==> config.mk <==
export PLATFORM = sky130hd
export DESIGN_NAME = jersey_color_vote_unit
export DESIGN_NICKNAME = d
export VERILOG_FILES = /design/src/hw/rtl/jcv_pkg.sv /design/src/hw/rtl/jcv_classify.sv /design/src/hw/rtl/jersey_color_vote_unit.sv
export SDC_FILE = /design/constraint.sdc
export NUM_CORES = 1
export LEC_CHECK = 0
export BUFFER_PORTS_ARGS = -buffer_cell sky130_fd_sc_hd__buf_4
export CAP_MARGIN = 25
export CORE_MARGIN = 3
export CORE_UTILIZATION = 60
export DETAILED_ROUTE_END_ITERATION = 10
export PLACE_DENSITY = 0.89
export SLEW_MARGIN = 20
export SYNTH_ARGS = -nofsm -noshare
export SYNTH_HDL_FRONTEND = slang
export SYNTH_SLANG_ARGS = --single-unit
==> constraint.sdc <==
create_clock -name aclk -period 7.6 [get_ports aclk]
set_input_delay 0.76 -clock aclk [delete_from_list [all_inputs] [get_ports aclk]]
set_output_delay 0.76 -clock aclk [all_outputs]
set_load 0.01 [all_outputs]
==> src/hw/rtl/jcv_pkg.sv <==
`timescale 1ns / 1ps
// ----------------------------------------------------------------------------
// jcv_pkg
// Types, codes and small helpers shared by the jersey color vote unit.
// ----------------------------------------------------------------------------
package jcv_pkg;

    // one HSI triple (pixel or jersey reference)
    typedef struct packed {
        logic [7:0] hue;
        logic [7:0] sat;
        logic [7:0] inten;
    } jcv_hsi_t;

    // black_mode codes; code 3 behaves like BLACK_NONE
    localparam logic [1:0] BLACK_NONE = 2'd0;
    localparam logic [1:0] BLACK_OWN  = 2'd1;
    localparam logic [1:0] BLACK_OPP  = 2'd2;

    // configuration register indexes
    typedef enum logic [2:0] {
        CFG_OWN_COLOR    = 3'd0,
        CFG_OPP_COLOR    = 3'd1,
        CFG_BLACK_MODE   = 3'd2,
        CFG_WG_LIMITS    = 3'd3,
        CFG_DARK_LIMITS  = 3'd4,
        CFG_RANGE_LIMITS = 3'd5,
        CFG_NEEDED_COUNT = 3'd6
    } jcv_cfg_idx_t;

    // classifier settings, unpacked from the config registers
    typedef struct packed {
        jcv_hsi_t   own;
        jcv_hsi_t   opp;
        logic [1:0] black_mode;
        logic [7:0] min_white_i;
        logic [7:0] max_white_s;
        logic [7:0] min_green_h;
        logic [7:0] max_green_h;
        logic [7:0] min_green_i;
        logic [7:0] max_black_i;
        logic [7:0] max_dark_i;
        logic [7:0] max_gray_s;
        logic [7:0] range_h;
        logic [7:0] range_s;
        logic [7:0] range_i;
    } jcv_cfg_t;

    // per-pixel counter increments
    typedef struct packed {
        logic white;
        logic teammate;
        logic opponent;
    } jcv_bump_t;

    function automatic logic [7:0] abs_diff8(input logic [7:0] a, input logic [7:0] b);
        logic [7:0] r;
        r = (a >= b) ? (a - b) : (b - a);
        return r;
    endfunction

    // wrapped hue distance; wrap is 256, or 255 when wrap255 is set
    function automatic logic [8:0] hue_dist(input logic [7:0] a, input logic [7:0] b,
                                            input logic wrap255);
        logic [8:0] d;
        logic [8:0] e;
        d = {1'b0, abs_diff8(a, b)};
        e = (wrap255 ? 9'd255 : 9'd256) - d;
        return (d < e) ? d : e;
    endfunction

endpackage

==> src/hw/rtl/jcv_classify.sv <==
`timescale 1ns / 1ps
// ----------------------------------------------------------------------------
// jcv_classify
// Classifies one HSI pixel as white, green, teammate or opponent color.
// ----------------------------------------------------------------------------
module jcv_classify (
    input  jcv_pkg::jcv_hsi_t  pixel,
    input  jcv_pkg::jcv_cfg_t  cfg,
    output jcv_pkg::jcv_bump_t bump
);

    logic             is_white;
    logic             is_green;
    logic             bright;
    logic             dim;
    logic             gray_ok;
    logic [8:0]       rh2;
    logic [8:0]       rh_eff;
    // black-team path
    jcv_pkg::jcv_hsi_t ref_col;
    logic [7:0]       blk_i;
    logic [8:0]       dh;
    logic [7:0]       ds;
    logic [7:0]       di;
    logic             blk_black;
    logic             blk_nonblack;
    // normal path
    logic [8:0]       d_own;
    logic [8:0]       d_opp;
    logic             near_own;
    logic             near_opp;
    logic             norm_tm;
    logic             norm_opp;

    assign is_white = (pixel.inten > cfg.min_white_i) && (pixel.sat < cfg.max_white_s);
    assign is_green = (pixel.hue > cfg.min_green_h) && (pixel.hue < cfg.max_green_h)
                   && (pixel.inten > cfg.min_green_i);
    assign bright   = pixel.inten > cfg.max_black_i;
    assign dim      = pixel.inten < cfg.max_dark_i;
    assign gray_ok  = pixel.sat > cfg.max_gray_s;
    assign rh2      = {cfg.range_h, 1'b0};
    assign rh_eff   = dim ? rh2 : {1'b0, cfg.range_h};

    // reference is the team not in black; blk_i is the black team's intensity
    assign ref_col = (cfg.black_mode == jcv_pkg::BLACK_OWN) ? cfg.opp : cfg.own;
    assign blk_i   = (cfg.black_mode == jcv_pkg::BLACK_OWN) ? cfg.own.inten : cfg.opp.inten;
    assign dh      = jcv_pkg::hue_dist(pixel.hue, ref_col.hue, 1'b1);
    assign ds      = jcv_pkg::abs_diff8(pixel.sat, ref_col.sat);
    assign di      = jcv_pkg::abs_diff8(pixel.inten, blk_i);

    always_comb begin
        blk_black    = 1'b0;
        blk_nonblack = 1'b0;
        if (bright) begin
            if (dim) begin
                blk_nonblack = (dh < rh2) && gray_ok;
                blk_black    = !blk_nonblack;
            end else begin
                blk_nonblack = (dh < {1'b0, cfg.range_h}) && (ds < cfg.range_s) && gray_ok;
            end
        end else begin
            blk_black = di < cfg.range_i;
        end
    end

    assign d_own    = jcv_pkg::hue_dist(pixel.hue, cfg.own.hue, 1'b0);
    assign d_opp    = jcv_pkg::hue_dist(pixel.hue, cfg.opp.hue, 1'b0);
    assign near_own = d_own < rh_eff;
    assign near_opp = d_opp < rh_eff;
    // both near: closer hue wins, tie goes to opponent
    assign norm_tm  = bright && gray_ok && near_own && (!near_opp || (d_own < d_opp));
    assign norm_opp = bright && gray_ok && near_opp && (!near_own || (d_own >= d_opp));

    always_comb begin
        bump = '0;
        if (is_white) begin
            bump.white = 1'b1;
        end else if (is_green) begin
            bump = '0;
        end else if (cfg.black_mode == jcv_pkg::BLACK_OWN) begin
            bump.teammate = blk_black;
            bump.opponent = blk_nonblack;
        end else if (cfg.black_mode == jcv_pkg::BLACK_OPP) begin
            bump.opponent = blk_black;
            bump.teammate = blk_nonblack;
        end else begin
            bump.teammate = norm_tm;
            bump.opponent = norm_opp;
        end
    end

endmodule

==> src/hw/rtl/jersey_color_vote_unit.sv <==
`timescale 1ns / 1ps
// ----------------------------------------------------------------------------
// jersey_color_vote_unit
// Votes on jersey color over one scan row of HSI pixels.
// ----------------------------------------------------------------------------
// Takes one pixel per cycle on the s_ stream and classes it as white, green,
// teammate or opponent color. Three saturating 8-bit counters collect the
// votes. The pixel flagged by s_tlast closes the row: one decision item
// carrying the found flag, the own-team flag and the three totals goes out
// on the m_ stream and the counters restart at zero for the next row.
// Throughput is one pixel per cycle, sustained across row boundaries while a
// result slot is free. A last pixel passes four registers (input, classifier,
// counter/snapshot, result) before its result item is valid on m_. A snapshot
// stage and the result register give two slots of result buffering, so pixels
// keep flowing while a result waits; the input stalls only when both slots are
// full and another last pixel reaches the counters. Configuration must be
// written while the unit is idle.
// ----------------------------------------------------------------------------
module jersey_color_vote_unit (
    input  logic        aclk,
    input  logic        aresetn,

    // pixel stream
    input  logic        s_tvalid,
    output logic        s_tready,
    input  logic [23:0] s_tdata,    // [7:0] hue, [15:8] saturation, [23:16] intensity
    input  logic        s_tuser,    // [0] search_player
    input  logic        s_tlast,    // last_sample

    // decision stream
    output logic        m_tvalid,
    input  logic        m_tready,
    output logic [31:0] m_tdata,    // [0] jersey_found, [1] own_team,
                                    // [9:2] opponent_total, [17:10] teammate_total,
                                    // [25:18] white_total, [31:26] zero

    // configuration writes
    input  logic        cfg_we,
    input  logic [2:0]  cfg_index,
    input  logic [39:0] cfg_wdata
);

    // ---------------- configuration registers ----------------
    logic [23:0] own_color_reg;
    logic [23:0] opp_color_reg;
    logic [1:0]  black_mode_reg;
    logic [39:0] wg_limits_reg;
    logic [23:0] dark_limits_reg;
    logic [23:0] range_limits_reg;
    logic [7:0]  needed_count_reg;

    always_ff @(posedge aclk) begin
        if (!aresetn) begin
            own_color_reg    <= '0;
            opp_color_reg    <= '0;
            black_mode_reg   <= jcv_pkg::BLACK_NONE;
            wg_limits_reg    <= '0;
            dark_limits_reg  <= '0;
            range_limits_reg <= '0;
            needed_count_reg <= 8'd1;
        end else if (cfg_we) begin
            case (cfg_index)
                jcv_pkg::CFG_OWN_COLOR:    own_color_reg    <= cfg_wdata[23:0];
                jcv_pkg::CFG_OPP_COLOR:    opp_color_reg    <= cfg_wdata[23:0];
                jcv_pkg::CFG_BLACK_MODE:   black_mode_reg   <= cfg_wdata[1:0];
                jcv_pkg::CFG_WG_LIMITS:    wg_limits_reg    <= cfg_wdata;
                jcv_pkg::CFG_DARK_LIMITS:  dark_limits_reg  <= cfg_wdata[23:0];
                jcv_pkg::CFG_RANGE_LIMITS: range_limits_reg <= cfg_wdata[23:0];
                jcv_pkg::CFG_NEEDED_COUNT: needed_count_reg <= cfg_wdata[7:0];
                default: ;
            endcase
        end
    end

    // register byte fields: first-named byte is the most significant
    jcv_pkg::jcv_cfg_t cfg;
    always_comb begin
        cfg.own.hue     = own_color_reg[23:16];
        cfg.own.sat     = own_color_reg[15:8];
        cfg.own.inten   = own_color_reg[7:0];
        cfg.opp.hue     = opp_color_reg[23:16];
        cfg.opp.sat     = opp_color_reg[15:8];
        cfg.opp.inten   = opp_color_reg[7:0];
        cfg.black_mode  = black_mode_reg;
        cfg.min_white_i = wg_limits_reg[39:32];
        cfg.max_white_s = wg_limits_reg[31:24];
        cfg.min_green_h = wg_limits_reg[23:16];
        cfg.max_green_h = wg_limits_reg[15:8];
        cfg.min_green_i = wg_limits_reg[7:0];
        cfg.max_black_i = dark_limits_reg[23:16];
        cfg.max_dark_i  = dark_limits_reg[15:8];
        cfg.max_gray_s  = dark_limits_reg[7:0];
        cfg.range_h     = range_limits_reg[23:16];
        cfg.range_s     = range_limits_reg[15:8];
        cfg.range_i     = range_limits_reg[7:0];
    end

    // ---------------- flow control ----------------
    // Only last pixels occupy the result slots, so only they can stall.
    logic a_valid_reg;
    logic b_valid_reg;
    logic b_last_reg;
    logic snap_valid_reg;
    logic m_valid_reg;

    logic out_free;
    logic snap_free;
    logic b_ready;
    logic a_ready;
    logic s_fire;
    logic b_fire;
    logic snap_load;

    assign out_free  = !m_valid_reg || m_tready;
    assign snap_free = !snap_valid_reg || out_free;
    assign b_ready   = !b_valid_reg || !b_last_reg || snap_free;
    assign a_ready   = !a_valid_reg || b_ready;
    assign s_tready  = a_ready;
    assign s_fire    = s_tvalid && a_ready;
    assign b_fire    = b_valid_reg && b_ready;
    assign snap_load = snap_valid_reg && out_free;

    // ---------------- stage A: input register ----------------
    jcv_pkg::jcv_hsi_t a_pix_reg;
    logic              a_search_reg;
    logic              a_last_reg;
    logic              a_valid_next;

    assign a_valid_next = s_fire ? 1'b1 : (b_ready ? 1'b0 : a_valid_reg);

    always_ff @(posedge aclk) begin
        if (!aresetn) begin
            a_valid_reg <= 1'b0;
        end else begin
            a_valid_reg <= a_valid_next;
        end
    end

    always_ff @(posedge aclk) begin
        if (s_fire) begin
            a_pix_reg.hue   <= s_tdata[7:0];
            a_pix_reg.sat   <= s_tdata[15:8];
            a_pix_reg.inten <= s_tdata[23:16];
            a_search_reg    <= s_tuser;
            a_last_reg      <= s_tlast;
        end
    end

    // ---------------- stage B: classification ----------------
    jcv_pkg::jcv_bump_t bump;
    jcv_pkg::jcv_bump_t b_bump_reg;
    logic               b_search_reg;
    logic               a_move;
    logic               b_valid_next;

    jcv_classify u_classify (
        .pixel (a_pix_reg),
        .cfg   (cfg),
        .bump  (bump)
    );

    assign a_move       = a_valid_reg && b_ready;
    assign b_valid_next = a_move ? 1'b1 : (b_ready ? 1'b0 : b_valid_reg);

    always_ff @(posedge aclk) begin
        if (!aresetn) begin
            b_valid_reg <= 1'b0;
            b_last_reg  <= 1'b0;
        end else begin
            b_valid_reg <= b_valid_next;
            if (a_move) begin
                b_last_reg <= a_last_reg;
            end
        end
    end

    always_ff @(posedge aclk) begin
        if (a_move) begin
            b_bump_reg   <= bump;
            b_search_reg <= a_search_reg;
        end
    end

    // ---------------- stage C: vote counters and row snapshot ----------------
    logic [7:0] opp_cnt_reg;
    logic [7:0] tm_cnt_reg;
    logic [7:0] wh_cnt_reg;
    logic [7:0] opp_inc;
    logic [7:0] tm_inc;
    logic [7:0] wh_inc;
    logic [7:0] opp_cnt_next;
    logic [7:0] tm_cnt_next;
    logic [7:0] wh_cnt_next;

    // saturate at 255
    assign opp_inc = (b_bump_reg.opponent && (opp_cnt_reg != 8'hFF)) ? opp_cnt_reg + 8'd1
                                                                      : opp_cnt_reg;
    assign tm_inc  = (b_bump_reg.teammate && (tm_cnt_reg != 8'hFF)) ? tm_cnt_reg + 8'd1
                                                                     : tm_cnt_reg;
    assign wh_inc  = (b_bump_reg.white && (wh_cnt_reg != 8'hFF)) ? wh_cnt_reg + 8'd1
                                                                 : wh_cnt_reg;

    always_comb begin
        opp_cnt_next = opp_cnt_reg;
        tm_cnt_next  = tm_cnt_reg;
        wh_cnt_next  = wh_cnt_reg;
        if (b_fire) begin
            if (b_last_reg) begin
                opp_cnt_next = '0;
                tm_cnt_next  = '0;
                wh_cnt_next  = '0;
            end else begin
                opp_cnt_next = opp_inc;
                tm_cnt_next  = tm_inc;
                wh_cnt_next  = wh_inc;
            end
        end
    end

    always_ff @(posedge aclk) begin
        if (!aresetn) begin
            opp_cnt_reg <= '0;
            tm_cnt_reg  <= '0;
            wh_cnt_reg  <= '0;
        end else begin
            opp_cnt_reg <= opp_cnt_next;
            tm_cnt_reg  <= tm_cnt_next;
            wh_cnt_reg  <= wh_cnt_next;
        end
    end

    // snapshot holds the row totals, last pixel included
    logic       row_done;
    logic       snap_valid_next;
    logic [7:0] snap_opp_reg;
    logic [7:0] snap_tm_reg;
    logic [7:0] snap_wh_reg;
    logic       snap_search_reg;

    assign row_done        = b_fire && b_last_reg;
    assign snap_valid_next = row_done ? 1'b1 : (snap_load ? 1'b0 : snap_valid_reg);

    always_ff @(posedge aclk) begin
        if (!aresetn) begin
            snap_valid_reg <= 1'b0;
        end else begin
            snap_valid_reg <= snap_valid_next;
        end
    end

    always_ff @(posedge aclk) begin
        if (row_done) begin
            snap_opp_reg    <= opp_inc;
            snap_tm_reg     <= tm_inc;
            snap_wh_reg     <= wh_inc;
            snap_search_reg <= b_search_reg;
        end
    end

    // ---------------- decision ----------------
    logic [7:0]  need;
    logic [7:0]  diff;
    logic        hit;
    logic [10:0] color_x3;
    logic        found;
    logic        own;

    assign need     = (needed_count_reg == 8'd0) ? 8'd1 : needed_count_reg;
    assign diff     = jcv_pkg::abs_diff8(snap_opp_reg, snap_tm_reg);
    assign hit      = ((snap_opp_reg >= need) || (snap_tm_reg >= need))
                   && (diff >= {1'b0, need[7:1]}) && (diff != 8'd0);
    assign color_x3 = 11'd3 * ({3'b000, snap_opp_reg} + {3'b000, snap_tm_reg});

    always_comb begin
        found = 1'b0;
        own   = 1'b0;
        if (snap_search_reg) begin
            // white must not dominate the jersey colors
            found = hit && ({3'b000, snap_wh_reg} <= color_x3);
            own   = found && (snap_tm_reg > snap_opp_reg);
        end else begin
            // black team check only
            found = hit && (((black_mode_reg == jcv_pkg::BLACK_OWN)
                             && (snap_opp_reg < snap_tm_reg))
                         || ((black_mode_reg == jcv_pkg::BLACK_OPP)
                             && (snap_opp_reg > snap_tm_reg)));
        end
    end

    // ---------------- stage D: result register ----------------
    logic        m_valid_next;
    logic [31:0] m_data_reg;

    assign m_valid_next = snap_load ? 1'b1 : (m_tready ? 1'b0 : m_valid_reg);

    always_ff @(posedge aclk) begin
        if (!aresetn) begin
            m_valid_reg <= 1'b0;
        end else begin
            m_valid_reg <= m_valid_next;
        end
    end

    always_ff @(posedge aclk) begin
        if (snap_load) begin
            m_data_reg <= {6'd0, snap_wh_reg, snap_tm_reg, snap_opp_reg, own, found};
        end
    end

    assign m_tvalid = m_valid_reg;
    assign m_tdata  = m_data_reg;

endmodule
## Word level (Yosys, flattened, before mapping)

Cells that the tools add are included.

| operators by class | value |
|---|---|
| add/subtract/negate cells | 19 |
| multiply operators | 1 |
| $lt $le $gt $ge | 32 |
| equal/unequal tests | 11 |
| multiplexer cells | 34 |
| reductions and logical operators | 58 |

Operators with widths:

| cell | count |
|---|---|
| 8-bit two-way mux | 14 |
| 8-bit subtractor | 12 |
| 8-bit >= comparator | 8 |
| 8-bit > comparator | 7 |
| 8-bit less-than comparator | 6 |
| 9-bit less-than comparator | 4 |
| 9-bit two-way mux | 4 |
| 8-bit by 9-bit less-than comparator with 1-bit output | 3 |
| 1-bit logical AND | 26 |
| 8-bit by 1-bit adder with 8-bit output, second input constant | 3 |
| 24-bit two-way mux | 1 |
| 8-bit inequality test, second input constant | 3 |
| 9-bit by 8-bit subtractor with 9-bit output, first input constant | 2 |
| 2-bit AND reduction | 7 |
| 1-bit two-way mux | 13 |
| 8-bit by 11-bit <= comparator with 1-bit output | 1 |
| 2-bit by 9-bit multiplier with 11-bit output, first input constant | 1 |
| 8-bit by 8-bit adder with 9-bit output | 1 |
| 3-bit == test, second input constant | 3 |
| 9-bit >= comparator | 1 |
| 1-bit logical OR | 9 |
| 9-bit by 8-bit less-than comparator with 1-bit output | 1 |
| 8-bit by 8-bit subtractor with 9-bit output, first input constant | 1 |
| 8-bit by 7-bit >= comparator with 1-bit output | 1 |
| other kinds (11) | 23 |

| storage, ports and cells | value |
|---|---|
| bits in registers | 256 |
| output and inout bits | 34 |
| word-level logic and storage cells | 185 |

## Logic depth before layout (Yosys ltp)

Gate-level depths: netlist (run 1).

| logic depth | value |
|---|---|
| depth after elaboration | 14 |
| depth in mapped cells | 29 |

## By module

A second synthesis (run 1) with hierarchy kept.

| second synthesis, totals | value |
|---|---|
| cells, all modules | 2217 |
| area, all modules | 19169.6 sq um |

By module, submodules not included:

| module | instances | cells an instance | area each (sq um) | seq. area each (sq um) |
|---|---|---|---|---|
| jersey_color_vote_unit | 1 | 1234 | 11768.8 | 5935.7 |
| jcv_classify | 1 | 983 | 7400.8 | 0.0 |

## Least setup slack after synthesis (run 1)

OpenSTA, ideal clock, no wires.

| timing path | value |
|---|---|
| path type | reg-to-reg |
| start | register a_pix_reg[16] (netlist bit) |
| end | register b_bump_reg[1] (netlist bit), data pin |
| data arrival time | 5592 ps |
| data required time | 7470 ps |
| path slack | 1878 ps |
| stages on the path, launching flop included | 28 |
| period minus slack after synthesis | 5722 ps |
| cell sequence | edfxtp_1 -> inv_1 -> ha_1 -> inv_1 -> fa_1 -> a211oi_2 -> o211ai_2 -> a31o_2 -> mux2_4 -> a311oi_1 -> mux2_2 -> and2_1 -> inv_1 -> ha_1 -> inv_1 -> o21ai_1 -> a21oi_4 -> mux2i_1 -> ha_1 -> nor2b_1 -> o21a_1 -> o21a_1 -> o21ai_0 -> nand2_1 -> a221oi_1 -> o21ai_0 -> a2111oi_0 -> a211o_1 |

| between the ends | value |
|---|---|
| word-level cells in the longest chain between the ends | 12 |

RTL lines:

| what | line | source |
|---|---|---|
| start: declaration | jersey_color_vote_unit.sv:124 | `jcv_pkg::jcv_hsi_t a_pix_reg;` |
| 8-bit subtractor / 8-bit >= comparator (equally long branches) | jcv_pkg.sv:58 | `r = (a >= b) ? (a - b) : (b - a);` |
| 8-bit two-way mux | jcv_pkg.sv:58 |  |
| 8-bit by 8-bit subtractor with 9-bit output | jcv_pkg.sv:68 | `e = (wrap255 ? 9'd255 : 9'd256) - d;` |
| 8-bit by 9-bit less-than comparator with 1-bit output | jcv_pkg.sv:69 | `return (d < e) ? d : e;` |
| 9-bit two-way mux | jcv_pkg.sv:69 |  |
| 9-bit by 8-bit less-than comparator with 1-bit output | jcv_classify.sv:59 | `blk_nonblack = (dh < {1'b0, cfg.range_h}) && (ds < cfg.range_s) && gray_ok;` |
| 1-bit logical AND (2 in series) | jcv_classify.sv:59 |  |
| 1-bit two-way mux | jcv_classify.sv:55 | `if (dim) begin` |
| 1-bit two-way mux | jcv_classify.sv:54 | `if (bright) begin` |
| 2-bit two-way mux | jcv_classify.sv:83 | `end else if (cfg.black_mode == jcv_pkg::BLACK_OPP) begin` |
| 2-bit two-way mux | jcv_classify.sv:80 | `end else if (cfg.black_mode == jcv_pkg::BLACK_OWN) begin` |
| end signal: assignment | jersey_color_vote_unit.sv:179 | `b_bump_reg <= bump;` |
| end: declaration | jersey_color_vote_unit.sv:151 | `jcv_pkg::jcv_bump_t b_bump_reg;` |

Several ways; a longest one is shown, not always the timed one.
A chain may end at the register's enable or synchronous reset.

## Worst setup path after layout (run 1)

| timing path | value |
|---|---|
| start | register a_pix_reg[17] (netlist bit) |
| end | register b_bump_reg[1] (netlist bit), data pin |

The elaborated chain is that of the path after synthesis.

==> qor.yml, run 1 <==
ys_seq_area_share_pct: 31.5
hold_path_startpoint: "s_tdata[18]"
cts_sinks: 256
wire_per_inst_um: 18.3
yosys_warnings: 0
p_leak_nw: 8.62
finalNetCount: 2607
cts_root_buf: "clkbuf_16"
powerDensity_mw_per_mm2: 192
relSlewSlack_pct: 34.9
num_vias: 16059
path_class: "reg -> reg"
core-area_mm2: 0.0307
grt_usage_pct: 28.8
crit_start: "a_pix_reg[17]"
finalCritPeriodShare_pct: 86.7
grt-ovfl-total: 0
grt_pass1_wl_mm: 79.7
cts_inserted_buffers: 28
die_height_um: 183
final_util_pct: 68.1
grt_pass1_vias: 15882
drive_above_1_share_pct: 9.93
synth_top_area_share_pct: 18.6
tightest_slew_ps: 974
rr_worst_depth: 25
drc_errors: 0
reg2reg_to: "b_bump_reg[1]"
synth_edf_count: 81
rows: 64
worstSkewPairLatency_ps: 560
synth_area_leaders: "dfxtp_1 19%, ha_1 18%, edfxtp_1 13%"
critical_path_required_ps: 8020
synth.avg_cell_area_um2: 8.67
synth_cells: 2174
n_fill_cell: 2349
start_kind: "flop"
cts_max_level: 1
clk_path_buf_depth: 3
syn_to_final_growth_pct: 11.1
path_max_fanout: 9
ys_ff_latch: 256
fmax_ghz: 0.152
skew_ps: 13.2
maxCapViolations: 0
synth_ff_type: "dfxtp_1"
dr.pass1.iters: 7
synth_common_cells: "363 x nand2_1, 264 x ha_1, 219 x inv_1, 175 x dfxtp_1, 153 x a21boi_0"
drv_slew: 0
synth_xor_xnor_area_share_pct: 3.63
synth_mux_area_share_pct: 3.69
seq_area_mm2: 0.00594
multi_input_area_mm2: 0.0118
yosys.area_share.simple_pct: 16.1
timing.rr.start: "a_pix_reg[17]"
dp_hpwl_mm: 36.8
hold_class: "in -> reg"
synthAdderAreaFrac_pct: 19.0
setup-tns-final_ps: 0
ir_drop_v: 0.000176
cts.clk_slew.worst_paths_ps: 70
largest_reg_flops: 40
critPathCaptureType: "flop"
async_flop_share_pct: 0
reg2reg_slack_ps: 1010
grt_max_degree: 102
setup_viol: 0
cp.arrival_ps: 7010
wirelength_mm: 49.0
cts_resized: 0
status: "complete, no violations"
synth_top_family_by_area: "compound AO/OA/AOI/OAI gates"
rsz0062_at_grt: "false"
finalHoldViolCount: 0
antenna_found_initial: 0
post_cts_buffers: 0
dieArea_mm2: 0.0336
port_buffers: 101
drtAntennaViolNets: 0
endpoint: "b_bump_reg[1]"
pin_count: 108
gp_congestion: 0.939
syn_area_mm2: 0.0188
synth_compound_area_share_pct: 19.9
cts_tree: "built"
die_w_um: 183
synth.most_common_cell: "nand2_1"
via_per_inst: 6.01
period_needed_ps: 6590
diodes: 0
cts_hold_buf: 0
yosysTopAreaCell: "dfxtp_1"
initial_core_util_pct: 61.3
synth_cell_types: 95
drt_iter0_drc: 1325
## kinds of logic (layout without fill, tap and decap cells)
logic type / Yosys count / in the layout
flip-flops: 256 / 256
buffers and inverters: 295 / 390
XOR/XNOR: 74 / 74
other: 2 / 10
AO/OA/AOI/OAI: 543 / 543
AND/OR/NAND/NOR: 661 / 661
multiplexers: 65 / 65
adder cells (fa/ha/maj): 278 / 278
## worst max-delay path: stages (launching register included)
cell	delay [ps]
edfxtp_1	640
inv_1	280
fa_1	480
a21o_1	170
a21oi_1	140
a211oi_1	60
nor2_1	170
xor2_1	340
nand4bb_1	190
or3_1	420
ha_1	320
xnor3_1	360
nand2_1	80
o211ai_1	130
nor2_1	270
mux2_2	410
ha_1	290
nor2b_1	140
o21a_1	160
o21a_1	160
o21ai_0	130
nand2_1	70
a221oi_1	330
o21ai_0	170
a2111oi_0	370
a211o_1	170
## layer usage
metal / up-vias / global-route usage [%] / part of all wire (%)
met3: 117 / 3.27 / 6.2
met5: - / 0 / 0
met4: 0 / 9.69 / 3.5
met1: 7654 / 36.1 / 41
met2: 597 / 51.7 / 49
li1: 7691 / - / -
## report_power, final
group          switching, W  internal, W
Combinational      0.000635     0.000499
Sequential        0.0000419      0.00144
Clock              0.000581     0.000820
## layout by cell type (no fill, tap or decap), types with 72 or more instances in the layout
cell type,n
buf_4,116
nand2_1,362
dfxtp_1,175
edfxtp_1,81
ha_1,264
inv_1,219
a21boi_0,153
o21ai_0,72
a21oi_1,103
nor2_1,87
## final cells by class
cell class	instances	share of cell area [%]
multi-input cells	1631	56.4
flip-flops and latches	256	28.3
repair buffers	118	4.30
inverters	220	3.94
clock buffers	38	3.84
well taps	396	2.37
clock inverters	14	0.795
## worst min-delay path by stage
stage                               end  slack, ps  cells past startpoint
after CTS                  a_pix_reg[2]        350                      1
final                      a_pix_reg[2]        370                      1
after detailed placement   b_search_reg        410                      0
after floorplan            b_search_reg        400                      0
after global routing      a_pix_reg[20]        360                      1
after global placement     b_search_reg        410                      0
## through the flow
step	setup slack, ps	hold WS, ps	instances	area (um2)	total power, W
after floorplan	1880	400	2182	18900	0.00232
after CTS	1100	351	2672	20900	0.00402
after global routing	437	359	2673	20900	0.00422
after detailed placement	1130	406	2620	20000	0.00262
final	1010	371	2673	20900	0.00402
after global placement	1350	405	2619	19900	0.00257
No activity file was read; power rests on OpenSTA's default activity.
==> run 2, diff against run 1 <==
Settings changed: PLACE_DENSITY 0.89 to 0.77.
==> run 2 against run 1 <==
Critical path depth is the same; non-clock buffer count grew 1; critical path type unchanged; largest power group unchanged; cell count is essentially flat; hold slack gained 6.7 ps.
==> qor.yml, run 2 (same netlist as run 1, synthesis figures left out) <==
drive_above_1_share_pct: 9.88  # -0.048 points
final_common_cell: "nand2_1"
cts_max_level: 1  # unchanged
maxCapViolations: 0  # unchanged
critPathCaptureType: "flop"
fmax_ghz: 0.150  # -0.90%
worstSkewPairLatency_ps: 550  # about the same
period_needed_ps: 6650  # +59.6 ps
critical_path_required_ps: 8020  # about the same
reg2reg_slack_ps: 950  # -60 ps
n_fill_cell: 2547  # +8.4%
powerDensity_mw_per_mm2: 187  # -2.3%
path_max_fanout: 9  # unchanged
cts.clk_slew.worst_paths_ps: 60  # about the same
initial_core_util_pct: 61.3  # unchanged
cts_hold_buf: 0  # unchanged
tightest_slew_ps: 965  # -8.48 ps
cts_root_buf: "clkbuf_16"
die_w_um: 183  # unchanged
cts_resized: 0  # unchanged
dieArea_mm2: 0.0336  # unchanged
core-area_mm2: 0.0307  # unchanged
grt_usage_pct: 28.1  # -0.73 points
grt_max_degree: 109  # +6.9%
grt_pass1_wl_mm: 77.2  # -3.2%
status: "complete, no violations"
p_leak_nw: 8.62  # about the same
die_height_um: 183  # unchanged
diodes: 0  # unchanged
dp_hpwl_mm: 35.9  # -2.6%
rr_worst_depth: 25  # unchanged
finalCritPeriodShare_pct: 87.5  # +0.78 points
min_path_cells: 1  # unchanged
syn_to_final_growth_pct: 11.0
cts_tree: "built"
start_kind: "flop"
cts_sinks: 256  # unchanged
relSlewSlack_pct: 35.5  # +0.57 points
gp_congestion: 0.953  # +1.6%
ir_drop_v: 0.000162  # -8.4%
drv_slew: 0  # unchanged
path_class: "reg -> reg"
drt_iter0_drc: 1230  # -7.2%
timing.rr.start: "a_pix_reg[17]"
dr.pass1.iters: 5  # -2
rsz0062_at_grt: "false"
clk_path_buf_depth: 3  # unchanged
finalHoldViolCount: 0  # unchanged
drtAntennaViolNets: 0  # unchanged
port_buffers: 101  # unchanged
hold_class: "in -> reg"
largest_reg_flops: 40  # unchanged
post_cts_buffers: 0  # unchanged
wirelength_mm: 47.4  # -3.3%
min_to: "a_pix_reg[21]"
drc_errors: 0  # unchanged
cts_inserted_buffers: 28  # unchanged
layout_common_cells: "363 x nand2_1, 264 x ha_1, 219 x inv_1"
pin_count: 108  # unchanged
wire_per_inst_um: 17.7  # -3.4%
finalNetCount: 2608  # +0.038%
setup-tns-final_ps: 0  # unchanged
setup_viol: 0  # unchanged
power.total_w: 0.00392  # -2.5%
cp.arrival_ps: 7060  # +50 ps
via_per_inst: 5.84  # -2.9%
reg2reg_to: "b_bump_reg[1]"
grt-ovfl-total: 0  # unchanged
antenna_found_initial: 0  # unchanged
grt_pass1_vias: 15321  # -3.5%
rows: 64  # unchanged
skew_ps: 16.4  # +3.16 ps
num_vias: 15604  # -2.8%
hold_path_startpoint: "s_tdata[5]"
[run 2: cell type report]
| type | instances | area (um2) | area share (%) |
|---|---|---|---|
| Clock buffer | 42 | 846 | 4.05 |
| Sequential cell | 256 | 5940 | 28.4 |
| Tap cell | 396 | 495 | 2.37 |
| Clock inverter | 10 | 56.3 | 0.269 |
| Timing Repair Buffer | 119 | 941 | 4.50 |
| Multi-Input combinational cell | 1631 | 11800 | 56.5 |
| Inverter | 220 | 826 | 3.95 |
[run 2: worst max-delay path by stage]
stage / startpoint / endpoint / slack [ps] / cells after the start
finish: a_pix_reg[17] / b_bump_reg[1] / 950 / 25
global route: a_pix_reg[17] / b_bump_reg[1] / 510 / 25
CTS: a_pix_reg[17] / b_bump_reg[1] / 1080 / 25
detailed placement: a_pix_reg[17] / b_bump_reg[1] / 1100 / 25
global placement: a_pix_reg[17] / b_bump_reg[1] / 1320 / 25
floorplan: a_pix_reg[16] / b_bump_reg[1] / 1880 / 27
[run 2: metal layers]
layer / vias to the layer above / wire length, um / share of wire, % / global-route usage (%)
li1: 7689 / - / - / -
met1: 7387 / 21100 / 45 / 37.3
met2: 442 / 22400 / 47 / 48.4
met3: 86 / 2380 / 5.0 / 3.15
met4: 0 / 1430 / 3.0 / 8.32
met5: - / 0 / 0 / 0
[run 2: per-stage QoR]
stage / worst slack [ps] / hold WS [ps] / instance area (um2) / utilization [%] / cells
CTS: 1080 / 365 / 20900 / 68.0 / 2674
finish: 952 / 378 / 20900 / 68.0 / 2674
floorplan: 1880 / 400 / 18900 / - / 2182
global placement: 1320 / 406 / 19900 / 64.8 / 2619
global route: 507 / 365 / 20900 / 68.0 / 2674
detailed placement: 1100 / 409 / 20000 / 65.1 / 2622
[run 2: power breakdown]
| part | total (W) | switching, W | internal, W |
|---|---|---|---|
| registers | 0.00148 | 0.0000429 | 0.00144 |
| clock network | 0.00132 | 0.000556 | 0.000767 |
| logic | 0.00111 | 0.000616 | 0.000496 |
[run 2: worst max-delay path, stage by stage, from the launching register on]
cell	delay, ps
edfxtp_1	640
inv_1	280
fa_1	490
a21o_1	170
a21oi_1	170
a211oi_1	70
nor2_1	180
xor2_1	320
nand4bb_1	190
or3_1	430
ha_1	320
xnor3_1	360
nand2_1	80
o211ai_1	120
nor2_1	250
mux2_2	390
ha_1	290
nor2b_1	130
o21a_1	160
o21a_1	160
o21ai_0	150
nand2_1	70
a221oi_1	310
o21ai_0	150
a2111oi_0	420
a211o_1	170
